File: src/rtl/sgi_pkg.sv
// ----------------------------------------------------------------------------
// sgi_pkg: shared widths and types for the segment intersection block
// Widths of line terms, determinant and numerators; the word that moves
// through the divider chain.
// ----------------------------------------------------------------------------
package sgi_pkg;

    // coordinate width, 8 fraction bits
    localparam int W  = 24;
    // line term C = A*x + B*y
    localparam int CW = 2 * W + 2;
    // determinant
    localparam int DW = 2 * W + 3;
    // numerators of X and Y
    localparam int NW = 3 * W + 4;
    // split point of C for the partial products
    localparam int L  = W + 1;

    // coordinates: ax0, ay0, ax1, ay1, bx0, by0, bx1, by1
    typedef logic [7:0][W-1:0] t_coords;

    // word handed from cell to cell in the divider chain
    typedef struct packed {
        t_coords         c;
        logic            dz;   // determinant zero
        logic            sx;   // sign of X
        logic            sy;   // sign of Y
        logic            ox;   // |X| does not fit the quotient width
        logic            oy;
        logic [NW-1:0]   ds;   // shifted divisor
        logic [NW-1:0]   px;   // partial remainder of |nx|
        logic [NW-1:0]   py;
        logic [W-1:0]    qx;   // quotient magnitude bits so far
        logic [W-1:0]    qy;
    } t_div;

endpackage

File: src/rtl/sgi_div_cell.sv
// ----------------------------------------------------------------------------
// sgi_div_cell: one restoring division step for X and Y
// Compares both partial remainders with the aligned divisor, shifts in one
// quotient bit each and hands the word to the next cell.
// ----------------------------------------------------------------------------
module sgi_div_cell (
    input  logic          i_clk,
    input  logic          i_rst_n,
    input  logic          i_valid,
    output logic          o_ready,
    input  sgi_pkg::t_div i_data,
    output logic          o_valid,
    input  logic          i_ready,
    output sgi_pkg::t_div o_data
);
    import sgi_pkg::*;

    logic r_v;
    t_div r_d;
    t_div n_d;
    logic gx, gy;

    assign o_ready = !r_v || i_ready;
    assign o_valid = r_v;
    assign o_data  = r_d;

    // one quotient bit per coordinate
    always_comb begin
        gx    = i_data.px >= i_data.ds;
        gy    = i_data.py >= i_data.ds;
        n_d   = i_data;
        n_d.px = gx ? i_data.px - i_data.ds : i_data.px;
        n_d.py = gy ? i_data.py - i_data.ds : i_data.py;
        n_d.qx = {i_data.qx[W-2:0], gx};
        n_d.qy = {i_data.qy[W-2:0], gy};
        n_d.ds = i_data.ds >> 1;
    end

    always_ff @(posedge i_clk) begin
        if (!i_rst_n) begin
            r_v <= 1'b0;
        end else if (o_ready) begin
            r_v <= i_valid;
        end
    end

    always_ff @(posedge i_clk) begin
        if (o_ready) begin
            r_d <= n_d;
        end
    end

endmodule

File: config.mk
export PLATFORM = sky130hd
export DESIGN_NAME = sgi_div_cell
export DESIGN_NICKNAME = d
export VERILOG_FILES = /design/src/rtl/sgi_pkg.sv /design/src/rtl/sgi_div_cell.sv
export SDC_FILE = /design/constraint.sdc
export NUM_CORES = 1
export LEC_CHECK = 0
export ABC_AREA = 1
export BUFFER_PORTS_ARGS = -buffer_cell sky130_fd_sc_hd__buf_2
export CORE_AREA = 2 2 370 372
export CTS_CLUSTER_DIAMETER = 150
export CTS_CLUSTER_SIZE = 24
export DETAILED_ROUTE_END_ITERATION = 7
export DIE_AREA = 0 0 372 374
export SLEW_MARGIN = 20
export SYNTH_ARGS = -nofsm -noshare
export SYNTH_HDL_FRONTEND = slang
export SYNTH_SLANG_ARGS = --single-unit
File: constraint.sdc
create_clock -name i_clk -period 20.5 [get_ports i_clk]
set_clock_uncertainty 0.15 [all_clocks]
set_input_delay 4.1 -clock i_clk [delete_from_list [all_inputs] [get_ports i_clk]]
set_output_delay 4.1 -clock i_clk [all_outputs]
set_load 0.02 [all_outputs]
Word level (Yosys, flattened, before mapping) --
Cells that the tools add are included.
Storage, ports and cells: bits in registers 473
Cells by class: add/sub/neg operators 2, magnitude comparators 2, mux-type cells 2, reductions and logical operators 2
Operators by type and width (count):
- 76-bit >= comparator | 2
- 76-bit 2-to-1 mux | 2
- 76-bit subtractor | 2
- 1-bit zero test | 1
- 1-bit logical OR | 1

Logic depth before layout (Yosys ltp) --
depth in word-level cells 2, depth in mapped cells 19, depth with buffers taken out 17

Least setup slack after synthesis --
Ideal clock, no wire load.
kind input -> output, start point in i_ready, end point out o_ready, data arrival time 14.180 ns, data required time 16.250 ns, slack 2.070 ns, stages 2, path buffers 0, cell sequence inv_1 -> nand2_1
Between the ends: word-level cells in the longest chain between the ends 1
Ends and longest elaborated chain:
- from (decl) | RTL line sgi_div_cell.sv:13 | input logic i_ready,
- 1-bit logical OR | RTL line sgi_div_cell.sv:23 | assign o_ready = !r_v || i_ready;
- to (decl) | RTL line sgi_div_cell.sv:10 | output logic o_ready,
Every way passes these cells.

Worst setup path in the final report --
Ends and elaborated chain as after synthesis.

==> results.json <==
{
  "path_clk_slew_ns": 0.11,
  "critPathTopFamily": "buffers and inverters",
  "dieHeight_um": 374,
  "synth.top_cell.area_share_pct": 45.43,
  "syn_nets": 4645,
  "stdcell_area_um2": 38950,
  "dr.pass1.iters": 7,
  "crit_cells": 4,
  "synth_area_leaders": "edfxtp_1 45%, nand2_1 18%, inv_1 8.9%",
  "dp_hpwl_mm": 160.9,
  "first_global_vias": 29690,
  "num_vias": 30580,
  "crit_path_frequent_cell": "buf_2",
  "layout.nets": 5591,
  "ys_warn_count": 0,
  "grtUsageMet2_pct": 46.34,
  "cts_resized": 0,
  "track_usage_pct": 25.21,
  "rsz0062_at_grt": "false",
  "worstSetupPathType": "in2out",
  "period_share_pct": 43.63,
  "cts_buffers": 28,
  "syn_to_final_growth_pct": 24.86,
  "drt_iter0_markers": 2200,
  "clkLatencyLatePin_ns": 0.69,
  "synth-seq-area-share_pct": 45.50,
  "status": "complete, no violations",
  "path_max_fanout": 3,
  "rr_worst_depth": 6,
  "whs_path_depth": 2,
  "die_x_um": 372,
  "netlist_top_cells_count": "1456 x nand2_1, 740 x inv_1, 472 x edfxtp_1",
  "tightest_slew_ns": 1.006,
  "clock-sinks": 473,
  "antenna_found_initial": 95,
  "fmaxAchievable_ghz": 0.1118,
  "critPathRequiredTime_ns": 16.25,
  "start_kind": "input port",
  "syn_area_per_cell_um2": 7.772,
  "hold_class": "reg2reg",
  "arrival_ns": 4.69,
  "grtUsageMet1_pct": 28.76,
  "wl_per_cell_um": 26.97,
  "syn-cell-area_um2": 31200,
  "cap_violations": 0,
  "die_area_um2": 139100,
  "cp-end-kind": "output pin",
  "hold_viol": 0,
  "grt_max_degree": 77,
  "synth-edff-count": 472,
  "io_buffers": 948,
  "gp_congestion": 0.9639,
  "netlist_instances": 4014,
  "placed_area_um2": 37930,
  "synth-seq-cells": 473,
  "h-tree-depth": 1,
  "synth_ff_type": "edfxtp_1",
  "start_util_pct": 23.12,
  "drv_slew": 0,
  "groute.layer.met3.usage_pct": 4.803,
  "gr-total-overflow": 0,
  "yosysMostFrequentCell": "nand2_1",
  "grt_pass1_wl_mm": 240.2,
  "synth-async-reset-ratio_pct": 0,
  "root_buffer": "clkbuf_16",
  "yosysUniqueCellTypes": 38,
  "period_needed_ns": 8.945,
  "top_usage_layer": "met2",
  "rows": 135,
  "vdd_drop_max_mv": 0.07917,
  "crit_buf_inv": 3,
  "finalSetupTns_ns": 0,
  "fp.coreArea_um2": 135000,
  "clk_path_buf_depth": 3,
  "drtAntennaViolNets": 0,
  "crit_path_top_delay_cell": "buf_2",
  "drc": 0,
  "drt_wl_total_mm": 183.2,
  "critical_path.cell_chain": "buf_2 > inv_1 > nand2_4 > buf_2",
  "ios": 952,
  "yosysTopAreaCell": "edfxtp_1",
  "power_leakage_nw": 20.00,
  "post-cts-setup-buffer-count": 0,
  "via_per_inst": 4.503,
  "setup_viol": 0,
  "powerDensity_nw_per_um2": 72.70,
  "cts_tree": "yes",
  "worst_slew_margin_rel_pct": 32.95,
  "drive_gt1_share_pct": 23.94,
  "critPathMaxStageDelay_ns": 0.23,
  "fill_cells": 14950,
  "cts_hold_buf": 0
}
## cells in the final DEF (no fill, tap or decap), drive strengths merged
master	Yosys	routed
diode	0	30
clkbuf	2	38
buf	47	965
a21oi	149	149
nor2	360	360
nand3b	35	35
and2	5	5
nand3	313	313
a21boi	1	1
o21ai	55	55
edfxtp	472	472
nor3	23	23
dfxtp	1	1
nand4	26	26
xor2	79	79
a31oi	1	1
a21o	1	1
o21bai	28	28
ha	152	152
inv	759	765
fa	2	2
bufinv	0	1
xnor2	4	4
and3	1	1
nand2	1487	1487
clkinv	1	6
nor4	9	9
conb	1	1
## routing by layer
layer  vias to the layer above  wire length [um]
met3                       238             11820
li1                      14590                 -
met5                         -               334
met4                        52              7181
met2                      1106             93690
met1                     14590             70140
## worst paths after layout
path,start,end,slack (ns)
setup / recovery,i_ready,o_ready,11.56
hold / removal,o_valid,o_data[400],1.05
setup reg to reg,o_valid,o_data[55],15.16
hold reg to reg,o_valid,o_data[400],1.05
## worst register-to-register path, delay by kind of cell, from the launching register on
kind	cells	cell delay, ns
buf+inv	5	4.09
flops	1	0.37
simple gates	1	0.23
## area by class of cell
| type | count | area [um2] | share of cell area, % |
|---|---|---|---|
| inverter | 760 | 2853 | 7.323 |
| sequential | 473 | 14190 | 36.44 |
| clock buffer | 38 | 738.2 | 1.895 |
| tap | 1781 | 2228 | 5.721 |
| timing repair buffer | 965 | 4872 | 12.51 |
| multi-input combinational | 2732 | 13780 | 35.38 |
| clock inverter | 12 | 212.7 | 0.5460 |
| antenna | 30 | 75.07 | 0.1927 |
## per-stage QoR
stage / std cells / power [mW] / setup slack (ns) / hold WS, ns / util [%]
after CTS: 6761 / 2.863 / 11.52 / 1.100 / 28.81
after floorplan: 4014 / 1.778 / 2.070 / 4.049 / -
after global placement: 6711 / 2.175 / 11.37 / 1.103 / 28.10
final: 6791 / 2.832 / 11.56 / 1.049 / 28.86
after global routing: 6774 / 2.962 / 11.52 / 1.123 / 28.83
after detailed placement: 6711 / 2.176 / 11.28 / 1.079 / 28.10
## power breakdown
part	total (mW)	switching, mW	internal, mW	leakage [nW]
registers	1.23	0.0464	1.19	4.93
logic	0.918	0.658	0.259	14.6
clock network	0.682	0.398	0.284	0.456
## flip-flops by register name, summed over array words and instances (netlist names)
signal,cells
o_data,472
o_valid,1
## logic make-up (layout without fill, tap and decap cells)
| group | Yosys count | after routing | synth area share [%] |
|---|---|---|---|
| and+or+nand+nor | 2259 | 2259 | 31.46 |
| xor gates and xnor gates | 83 | 83 | 2.330 |
| other | 1 | 31 | 0.01202 |
| adders and majority gates | 154 | 154 | 6.224 |
| AOI/OAI and AO/OA | 235 | 235 | 4.051 |
| buffers and inverters | 809 | 1775 | 10.42 |
| DFF | 473 | 473 | 45.50 |
Note: power is estimated with default switching activity, not from simulation.
