==> src/rtl/sgi_pkg.sv <==
// ----------------------------------------------------------------------------
// sgi_pkg: shared widths and types for the segment intersection block
// Widths of line terms, determinant and numerators; the word that moves
// through the divider chain.
// ----------------------------------------------------------------------------
package sgi_pkg;

    // coordinate width, 8 fraction bits
    localparam int W  = 24;
    // line term C = A*x + B*y
    localparam int CW = 2 * W + 2;
    // determinant
    localparam int DW = 2 * W + 3;
    // numerators of X and Y
    localparam int NW = 3 * W + 4;
    // split point of C for the partial products
    localparam int L  = W + 1;

    // coordinates: ax0, ay0, ax1, ay1, bx0, by0, bx1, by1
    typedef logic [7:0][W-1:0] t_coords;

    // word handed from cell to cell in the divider chain
    typedef struct packed {
        t_coords         c;
        logic            dz;   // determinant zero
        logic            sx;   // sign of X
        logic            sy;   // sign of Y
        logic            ox;   // |X| does not fit the quotient width
        logic            oy;
        logic [NW-1:0]   ds;   // shifted divisor
        logic [NW-1:0]   px;   // partial remainder of |nx|
        logic [NW-1:0]   py;
        logic [W-1:0]    qx;   // quotient magnitude bits so far
        logic [W-1:0]    qy;
    } t_div;

endpackage

==> src/rtl/sgi_back.sv <==
// ----------------------------------------------------------------------------
// sgi_back: span test and result register
// Rebuilds floor and ceiling of the exact point from quotient and remainder,
// checks both segments' spans and holds the result for transfer.
// ----------------------------------------------------------------------------
module sgi_back (
    input  logic          i_clk,
    input  logic          i_rst_n,
    input  logic          i_valid,
    output logic          o_ready,
    input  sgi_pkg::t_div i_data,
    output logic          o_valid,
    input  logic          i_ready,
    output logic          o_hit,
    output logic [sgi_pkg::W-1:0] o_cross_x,
    output logic [sgi_pkg::W-1:0] o_cross_y
);
    import sgi_pkg::*;

    // exact value with given floor and ceiling inside a non-constant span
    function automatic logic in_span(input logic signed [W+1:0] fl,
                                     input logic signed [W+1:0] cl,
                                     input logic [W-1:0] e0,
                                     input logic [W-1:0] e1,
                                     input logic ovf);
        logic signed [W+1:0] x0, x1, lo, hi;
        x0 = $signed({{2{e0[W-1]}}, e0});
        x1 = $signed({{2{e1[W-1]}}, e1});
        lo = (x0 < x1) ? x0 : x1;
        hi = (x0 < x1) ? x1 : x0;
        return (e0 != e1) && !ovf && (fl >= lo) && (cl <= hi);
    endfunction

    logic                r_v;
    logic                r_hit;
    logic [W-1:0]        r_x, r_y;
    logic signed [W+1:0] tx, ty, flx, fly, clx, cly;
    logic                rx, ry, hit;

    // truncated quotients, then floor and ceiling from the remainder
    always_comb begin
        tx  = i_data.sx ? -$signed({2'b00, i_data.qx}) : $signed({2'b00, i_data.qx});
        ty  = i_data.sy ? -$signed({2'b00, i_data.qy}) : $signed({2'b00, i_data.qy});
        rx  = |i_data.px;
        ry  = |i_data.py;
        flx = tx - $signed({{(W+1){1'b0}}, i_data.sx & rx});
        clx = tx + $signed({{(W+1){1'b0}}, !i_data.sx & rx});
        fly = ty - $signed({{(W+1){1'b0}}, i_data.sy & ry});
        cly = ty + $signed({{(W+1){1'b0}}, !i_data.sy & ry});
        hit = !i_data.dz
            && (in_span(flx, clx, i_data.c[0], i_data.c[2], i_data.ox)
                || in_span(fly, cly, i_data.c[1], i_data.c[3], i_data.oy))
            && (in_span(flx, clx, i_data.c[4], i_data.c[6], i_data.ox)
                || in_span(fly, cly, i_data.c[5], i_data.c[7], i_data.oy));
    end

    assign o_ready   = !r_v || i_ready;
    assign o_valid   = r_v;
    assign o_hit     = r_hit;
    assign o_cross_x = r_x;
    assign o_cross_y = r_y;

    always_ff @(posedge i_clk) begin
        if (!i_rst_n) begin
            r_v <= 1'b0;
        end else if (o_ready) begin
            r_v <= i_valid;
        end
    end

    // hold the result; zero coordinates without a hit
    always_ff @(posedge i_clk) begin
        if (o_ready) begin
            r_hit <= hit;
            r_x   <= hit ? tx[W-1:0] : '0;
            r_y   <= hit ? ty[W-1:0] : '0;
        end
    end

endmodule

==> config.mk <==
export PLATFORM = sky130hd
export DESIGN_NAME = sgi_back
export DESIGN_NICKNAME = d
export VERILOG_FILES = /design/src/rtl/sgi_pkg.sv /design/src/rtl/sgi_back.sv
export SDC_FILE = /design/constraint.sdc
export NUM_CORES = 1
export LEC_CHECK = 0
export BUFFER_PORTS_ARGS = -buffer_cell sky130_fd_sc_hd__buf_2
export CAP_MARGIN = 10
export CORE_AREA = 3 3 207 209
export CTS_CLUSTER_DIAMETER = 30
export CTS_CLUSTER_SIZE = 10
export DETAILED_ROUTE_END_ITERATION = 6
export DIE_AREA = 0 0 210 212
export GPL_ROUTABILITY_DRIVEN = 0
export PLACE_DENSITY_LB_ADDON = 0.25
export SYNTH_ARGS = -nofsm -noshare
export SYNTH_HDL_FRONTEND = slang
export SYNTH_SLANG_ARGS = --single-unit
==> constraint.sdc <==
create_clock -name i_clk -period 5 [get_ports i_clk]
set_input_delay 0.25 -clock i_clk [delete_from_list [all_inputs] [get_ports i_clk]]
set_output_delay 0.25 -clock i_clk [all_outputs]
set_load 0.02 [all_outputs]
## Yosys cells after proc, flatten, opt, wreduce, memory -nomap -nowiden

Cells that the tools add are included.

- Memory bits (writable): 0
- Memories kept: 0
- Input bits: 477
- Memory bits (read-only): 0
- Flip-flop bits (word level): 50
- Bits in latches: 0

- Reductions and logical operators: 25
- Add/sub/neg operators: 6
- Bitwise logic cells: 4
- Multiplexer cells: 10
- Magnitude comparators: 12
- Equality and inequality tests: 4
- Div/mod/pow operators: 0
- $mul: 0
- Shift operators: 0

Operators by type and width:

| operator | count |
|---|---|
| $mux W26 | 10 |
| $reduce_or A76 Y1 | 2 |
| $ge A26 B26 Y1 | 4 |
| $le A26 B26 Y1 | 4 |
| $lt A24 B24 Y1 | 4 |
| $ne A24 B24 Y1 | 4 |
| $add A26 B2 Y26 | 2 |
| $neg A24 Y26 | 2 |
| $sub A26 B2 Y26 | 2 |
| $logic_and A1 B1 Y1 | 14 |
| $logic_not A1 Y1 | 6 |
| $and A1 B1 Y1 | 4 |
| $logic_or A1 B1 Y1 | 3 |

## Depth between registers and ports, before layout

- Depth after elaboration: 9
- Mapped depth: 26

## Least setup slack after synthesis

No wires, ideal clock.

- Path kind: input -> register
- Start point: in i_data[439] in the netlist's numbering
- End point: reg r_x[3] (netlist: o_cross_x[3]) (data pin)
- Path slack: -380 ps
- Required time: 4,718 ps
- Cell stages on the path: 23
- Buffers on the path: 4
- Arrival: 5,098 ps
- Setup time: 282 ps
- Cell sequence: inv_1 > ha_1 > nand4_1 > nor4_1 > o21ai_0 > a31oi_1 > nor2b_1 > clkbuf_1 > xnor2_1 > clkbuf_1 > mux2i_1 > ha_1 > nor2b_1 > o21ai_0 > nand2b_1 > a2111oi_0 > o211ai_1 > o211ai_1 > a21oi_1 > o221ai_1 > buf_2 > buf_1 > a211oi_1

- Longest elaborated chain between the ends: 7
- Elaborated cells on any way between the ends: 11

RTL lines:

| element | RTL line | text |
|---|---|---|
| start, declared | sgi_back.sv:11 | `input sgi_pkg::t_div i_data,` |
| $lt A24 B24 Y1 | sgi_back.sv:29, sgi_back.sv:30 |  |
| $mux W26 | sgi_back.sv:29 | `lo = (x0 < x1) ? x0 : x1;` |
| $ge A26 B26 Y1 | sgi_back.sv:31 | `return (e0 != e1) && !ovf && (fl >= lo) && (cl <= hi);` |
| $logic_and A1 B1 Y1 | sgi_back.sv:31 |  |
| $logic_and A1 B1 Y1 * | sgi_back.sv:31 |  |
| $logic_or A1 B1 Y1 * | sgi_back.sv:54 | `\|\| in_span(fly, cly, i_data.c[5], i_data.c[7], i_data.oy));` |
| $logic_and A1 B1 Y1 * | sgi_back.sv:53 | `&& (in_span(flx, clx, i_data.c[4], i_data.c[6], i_data.ox)` |
| end signal, assigned | sgi_back.sv:75 | `r_x <= hit ? tx[W-1:0] : '0;` |
| end, declared | sgi_back.sv:36 | `logic [W-1:0] r_x, r_y;` |

Mark *: on every way between the ends. The rest lies on a longest branch, timed or not.
A chain may end at the register's enable or synchronous reset.

## Final worst setup path

- Start point: in i_data[28] in the netlist's numbering
- End point: reg r_x[15] (netlist: o_cross_x[15]) (data pin)

- Longest elaborated chain between the ends: 9
- Elaborated cells on any way between the ends: 16

RTL lines:

| element | RTL line | text |
|---|---|---|
| $neg A24 Y26 | sgi_back.sv:42 | `tx = i_data.sx ? -$signed({2'b00, i_data.qx}) : $signed({2'b00, i_data.qx});` |
| $mux W26 * | sgi_back.sv:42 |  |
| $sub A26 B2 Y26 | sgi_back.sv:46 | `flx = tx - $signed({{(W+1){1'b0}}, i_data.sx & rx});` |
| $ge A26 B26 Y1 | sgi_back.sv:31 |  |
| $logic_and A1 B1 Y1 (2 in a row) | sgi_back.sv:31 |  |
| $logic_or A1 B1 Y1 | sgi_back.sv:52 | `\|\| in_span(fly, cly, i_data.c[1], i_data.c[3], i_data.oy))` |
| $logic_and A1 B1 Y1 | sgi_back.sv:51 | `&& (in_span(flx, clx, i_data.c[0], i_data.c[2], i_data.ox)` |
| $logic_and A1 B1 Y1 | sgi_back.sv:53 |  |

Marked as above.

==> run summary <==
The power density of the placed cells came out at 186 nW/um2. Of the cells placed in the final design, the portion with a size suffix greater than 1 is 0.447. Of the total synthesized cell area, the portion taken by AND, OR, NAND and NOR gates is 0.207. Including well taps, the total number of placed cells is 3254. The actual transition at the worst max-transition pin is 0.805 ns.

The synthesized area is 14600 um2. The deepest level of the CTS H-tree is 2. The post-layout worst setup margin is -0.228 ns.

The first global-routing pass estimated 99600 um of wire. The maximum operating frequency is 191 MHz. The setup violation total in the final timing report is 49.

Compared with the post-synthesis result, the final layout area differs by 60.8%. The multiplexer share of the synthesized area came out at 0.0856. Synthesis inferred 50 register bits. The final hold slack came out at 0.200 ns. The endpoint of the worst register-to-register path is o_cross_y[9]$_SDFFCE_PN0P_. Among all stages on the critical path, the largest delay is contributed by or4_4.

The post-layout minimum cycle time is 5.23 ns. The number of global-route vias before repair came to 18400. In this run the worst hold path is classified as primary input to flop. The full die area came out at 44500 um2. The post-synthesis share of cell area spent on xor and xnor gates is 0.0912. The post-synthesis cell type count is 76. Summed over all failing endpoints, the final setup total negative slack is -7.87 ns. The number of buffers created by CTS is 5. STA puts the critical path data arrival time at 5.35 ns. From left edge to right edge, the die measures 210 um. The area of the placeable core is 41000 um2.

The post-place instance area came out at 21300 um2. By instance count, the cell type seen most on the critical path is a21o_1. The adder and majority cell fraction of the synthesized area came out at 0.267. Walking the worst path, the cells encountered are buf_2 -> or3_4 -> buf_4 -> o41ai_4 -> xor2_1 -> or3_4 -> or4_4 -> nor2_1 -> nand2_1 -> xor2_2 -> ha_1 -> a21o_1 -> a21o_1 -> a211oi_2 -> o21bai_1 -> a21o_1 -> o311a_1 -> nor3_4 -> a221oi_4 -> buf_12 -> clkbuf_16 -> a211oi_2.

The number of nets in the layout came out at 3572. Leaving out filler cells and counting taps, the final layout contains 3327. The complex-gate fraction of the synthesized area came out at 0.198. The total iterations of the first detailed-routing run is 7. The flow ran to the end, but the final reports show violations. The deepest clock path buffer count came out at 2. The library cell used as clock root buffer is clkbuf_16.

In the synthesized netlist the dominant register cell turns out to be edfxtp_1. The global-route total usage across every layer came out at 0.284. The largest net degree at the start of global routing came out at 51.

The static leakage is 0.0117 uW. The total overflow left after global routing is 0. Max-cap violations in this run came to 0.

After technology mapping, the gate count stands at 1825. The post-route clock skew came out at 0.00617 ns. STA puts the critical path data required time at 5.13 ns. The final-report max-slew violation count is 0. The CTS tree is built.

Summed over all layers, the routed wires come to 67500 um. The I/O pin total is 528. Setup repair after global routing could not meet its margin everywhere. The setup path with the least slack is of type primary input to flop. Sorting the synthesized cells by area gives the leading types as ha_1, edfxtp_1, mux2i_1. A synthesized cell averages 7.99 um2. The clock sink total is 50. The final non-filler cell area is 23500 um2. The wire length per cell after detailed routing came out at 20.3 um.

The detail route stage leaves a number of antenna-violating nets equal to 0. The leading cell type in the layout, fill and taps excluded is buf_4. The vertical die dimension is 212 um. When the netlist entered floorplanning its net count stood at 2612. The most critical setup path has its startpoint at i_data[28]. The count of standard-cell rows is 74. The clock latency on the worst-skew pair is 0.29 ns. The relative max-transition margin came out at 0.456. The sequential-to-total area share from yosys stat is 0.102.

The portion of the clock cycle consumed by the worst path in the final layout came out at 1.05. In the routed layout, each cell is associated on average with a via count of 5.48. The effective utilization at floorplan came out at 0.356. The critical path endpoint category is a flop.

The via count of the routed design is 18200. The end point of the critical path is o_cross_x[15]$_SDFFCE_PN0P_. In the synthesized netlist the async set-or-reset flop fraction comes to 0. Summed over all nets, the half-perimeter wirelength after detailed placement is 56800 um.

The worst setup path is launched from a primary input. The final number of hold-violating endpoints is 0. By area, the combinational part of the netlist is dominated by adder cells. The largest vdd supply drop came out at 233 uV. The number of synthesized flops with an enable pin came out at 49. The stage delay of the slowest cell on the critical path is 0.53 ns. OpenSTA, run right after detailed placement, puts the worst setup slack at -0.793 ns. The checks that failed: negative setup slack. Setup slack on the worst reg-to-reg path comes out at 3.68 ns.

The cell depth of the worst flop-to-flop path is 2. In the layout the commonest cells are buf_4, buf_2, ha_1. The number of buffers inserted by port buffering is 451. The synthesized design spends more area on one cell type than any other, namely ha_1. The count of fill cells added during filler insertion is 3731. The clock-pin transition on the worst setup and hold timing paths is 0.08 ns. After detailed routing, the number of remaining DRC violations is 0. During synthesis, Yosys emitted a total of 0 warnings.

The maximum fanout encountered on the critical timing path came out at 8. The fraction of synthesized cell area taken by the top area cell type came out at 0.266. The number of DRC markers after the initial detailed-route iteration came out at 1082.

The total of hold buffers inserted after clock tree synthesis came out at 0. In this run the critical register-to-register path is launched from o_valid$_SDFFE_PN0P_. The initial antenna violation count is 15.
==> state kept, by name, summed over array words and instances (netlist names) <==
register,cells
o_cross_x,24
o_cross_y,24
o_hit,1
o_valid,1
==> critical path, delay by kind of cell <==
| family | cells | cell delay, ns |
|---|---|---|
| AOI/OAI and AO/OA | 9 | 1.93 |
| xor gates and xnor gates | 2 | 0.32 |
| adders and majority gates | 1 | 0.33 |
| buffers and inverters | 4 | 0.64 |
| and+or+nand+nor | 6 | 1.86 |
==> area by class of cell <==
type,instances,area [um2],area share
Antenna cell,9,22.5,0.000960
Clock buffer,5,125,0.00533
Clock inverter,3,28.8,0.00123
Inverter,126,473,0.0202
Multi-Input combinational cell,1589,13700,0.584
Sequential cell,50,1490,0.0636
Tap cell,532,666,0.0284
Timing Repair Buffer,1013,6950,0.296
==> routing by layer <==
| layer | vias to the layer above | routed length, um | track usage |
|---|---|---|---|
| li1 | 8841 | - | - |
| met1 | 8591 | 27900 | 0.347 |
| met2 | 653 | 33000 | 0.517 |
| met3 | 146 | 3640 | 0.0307 |
| met4 | 8 | 2950 | 0.106 |
| met5 | - | 48 | 0 |
==> synthesized netlist by cell type, drive strengths merged, types with 8 or more instances <==
cell type	number
o41ai	17
nand3	42
xor2	62
nand2	94
ha	310
o31ai	16
nor4	56
nor2b	26
o211ai	11
mux2i	118
and3	8
xnor2	86
or3	18
o21ai	55
clkbuf	51
or4	15
nor3	40
and2	10
nor2	139
o21a	13
a211oi	56
nand4	67
a21o	50
nand2b	17
and4	15
a2111oi	8
a21oi	149
edfxtp	49
buf	10
inv	126
==> metrics by stage <==
stage                     utilization  total power, uW
after global routing            0.572             4700
after global placement          0.520             3460
after CTS                       0.547             4130
after floorplan                     -             2190
final                           0.572             4370
after detailed placement        0.520             3550
==> cell families (layout without fill, tap and decap cells) <==
| group | count (synthesis) | count (layout) |
|---|---|---|
| simple gates | 571 | 572 |
| compound gates | 434 | 434 |
| fa+ha+maj | 311 | 311 |
| buf+inv | 187 | 1147 |
| xor+xnor | 148 | 148 |
| mux | 124 | 124 |
| flops | 50 | 50 |
| other cells | 0 | 9 |
==> power by group <==
part / switching (uW) / internal (uW) / leakage [uW]
logic: 1820 / 1680 / 0.0111
registers: 20.0 / 490 / 0.000576
clock network: 166 / 192 / 0.0000764
total: 2010 / 2360 / 0.0117
==> worst min-delay path by stage <==
stage               startpoint                   end  slack, ns  depth (start not counted)
floorplan              i_valid  o_valid$_SDFFE_PN0P_       0.39                          2
global placement       i_valid  o_valid$_SDFFE_PN0P_       0.50                          3
detailed placement     i_valid  o_valid$_SDFFE_PN0P_       0.50                          3
CTS                    i_valid  o_valid$_SDFFE_PN0P_       0.20                          3
global route           i_rst_n  o_valid$_SDFFE_PN0P_       0.22                          2
finish                 i_valid  o_valid$_SDFFE_PN0P_       0.20                          3
==> timing repair <==
item                       in CTS  in global routing
gates cloned                   11                  6
setup endpoints to repair      49                 49
gates resized for setup       118                132
pin swaps                      21                 86
hold endpoints to repair        0                  0
setup buffers                  19                 22
(Power assumes the default switching activity.)
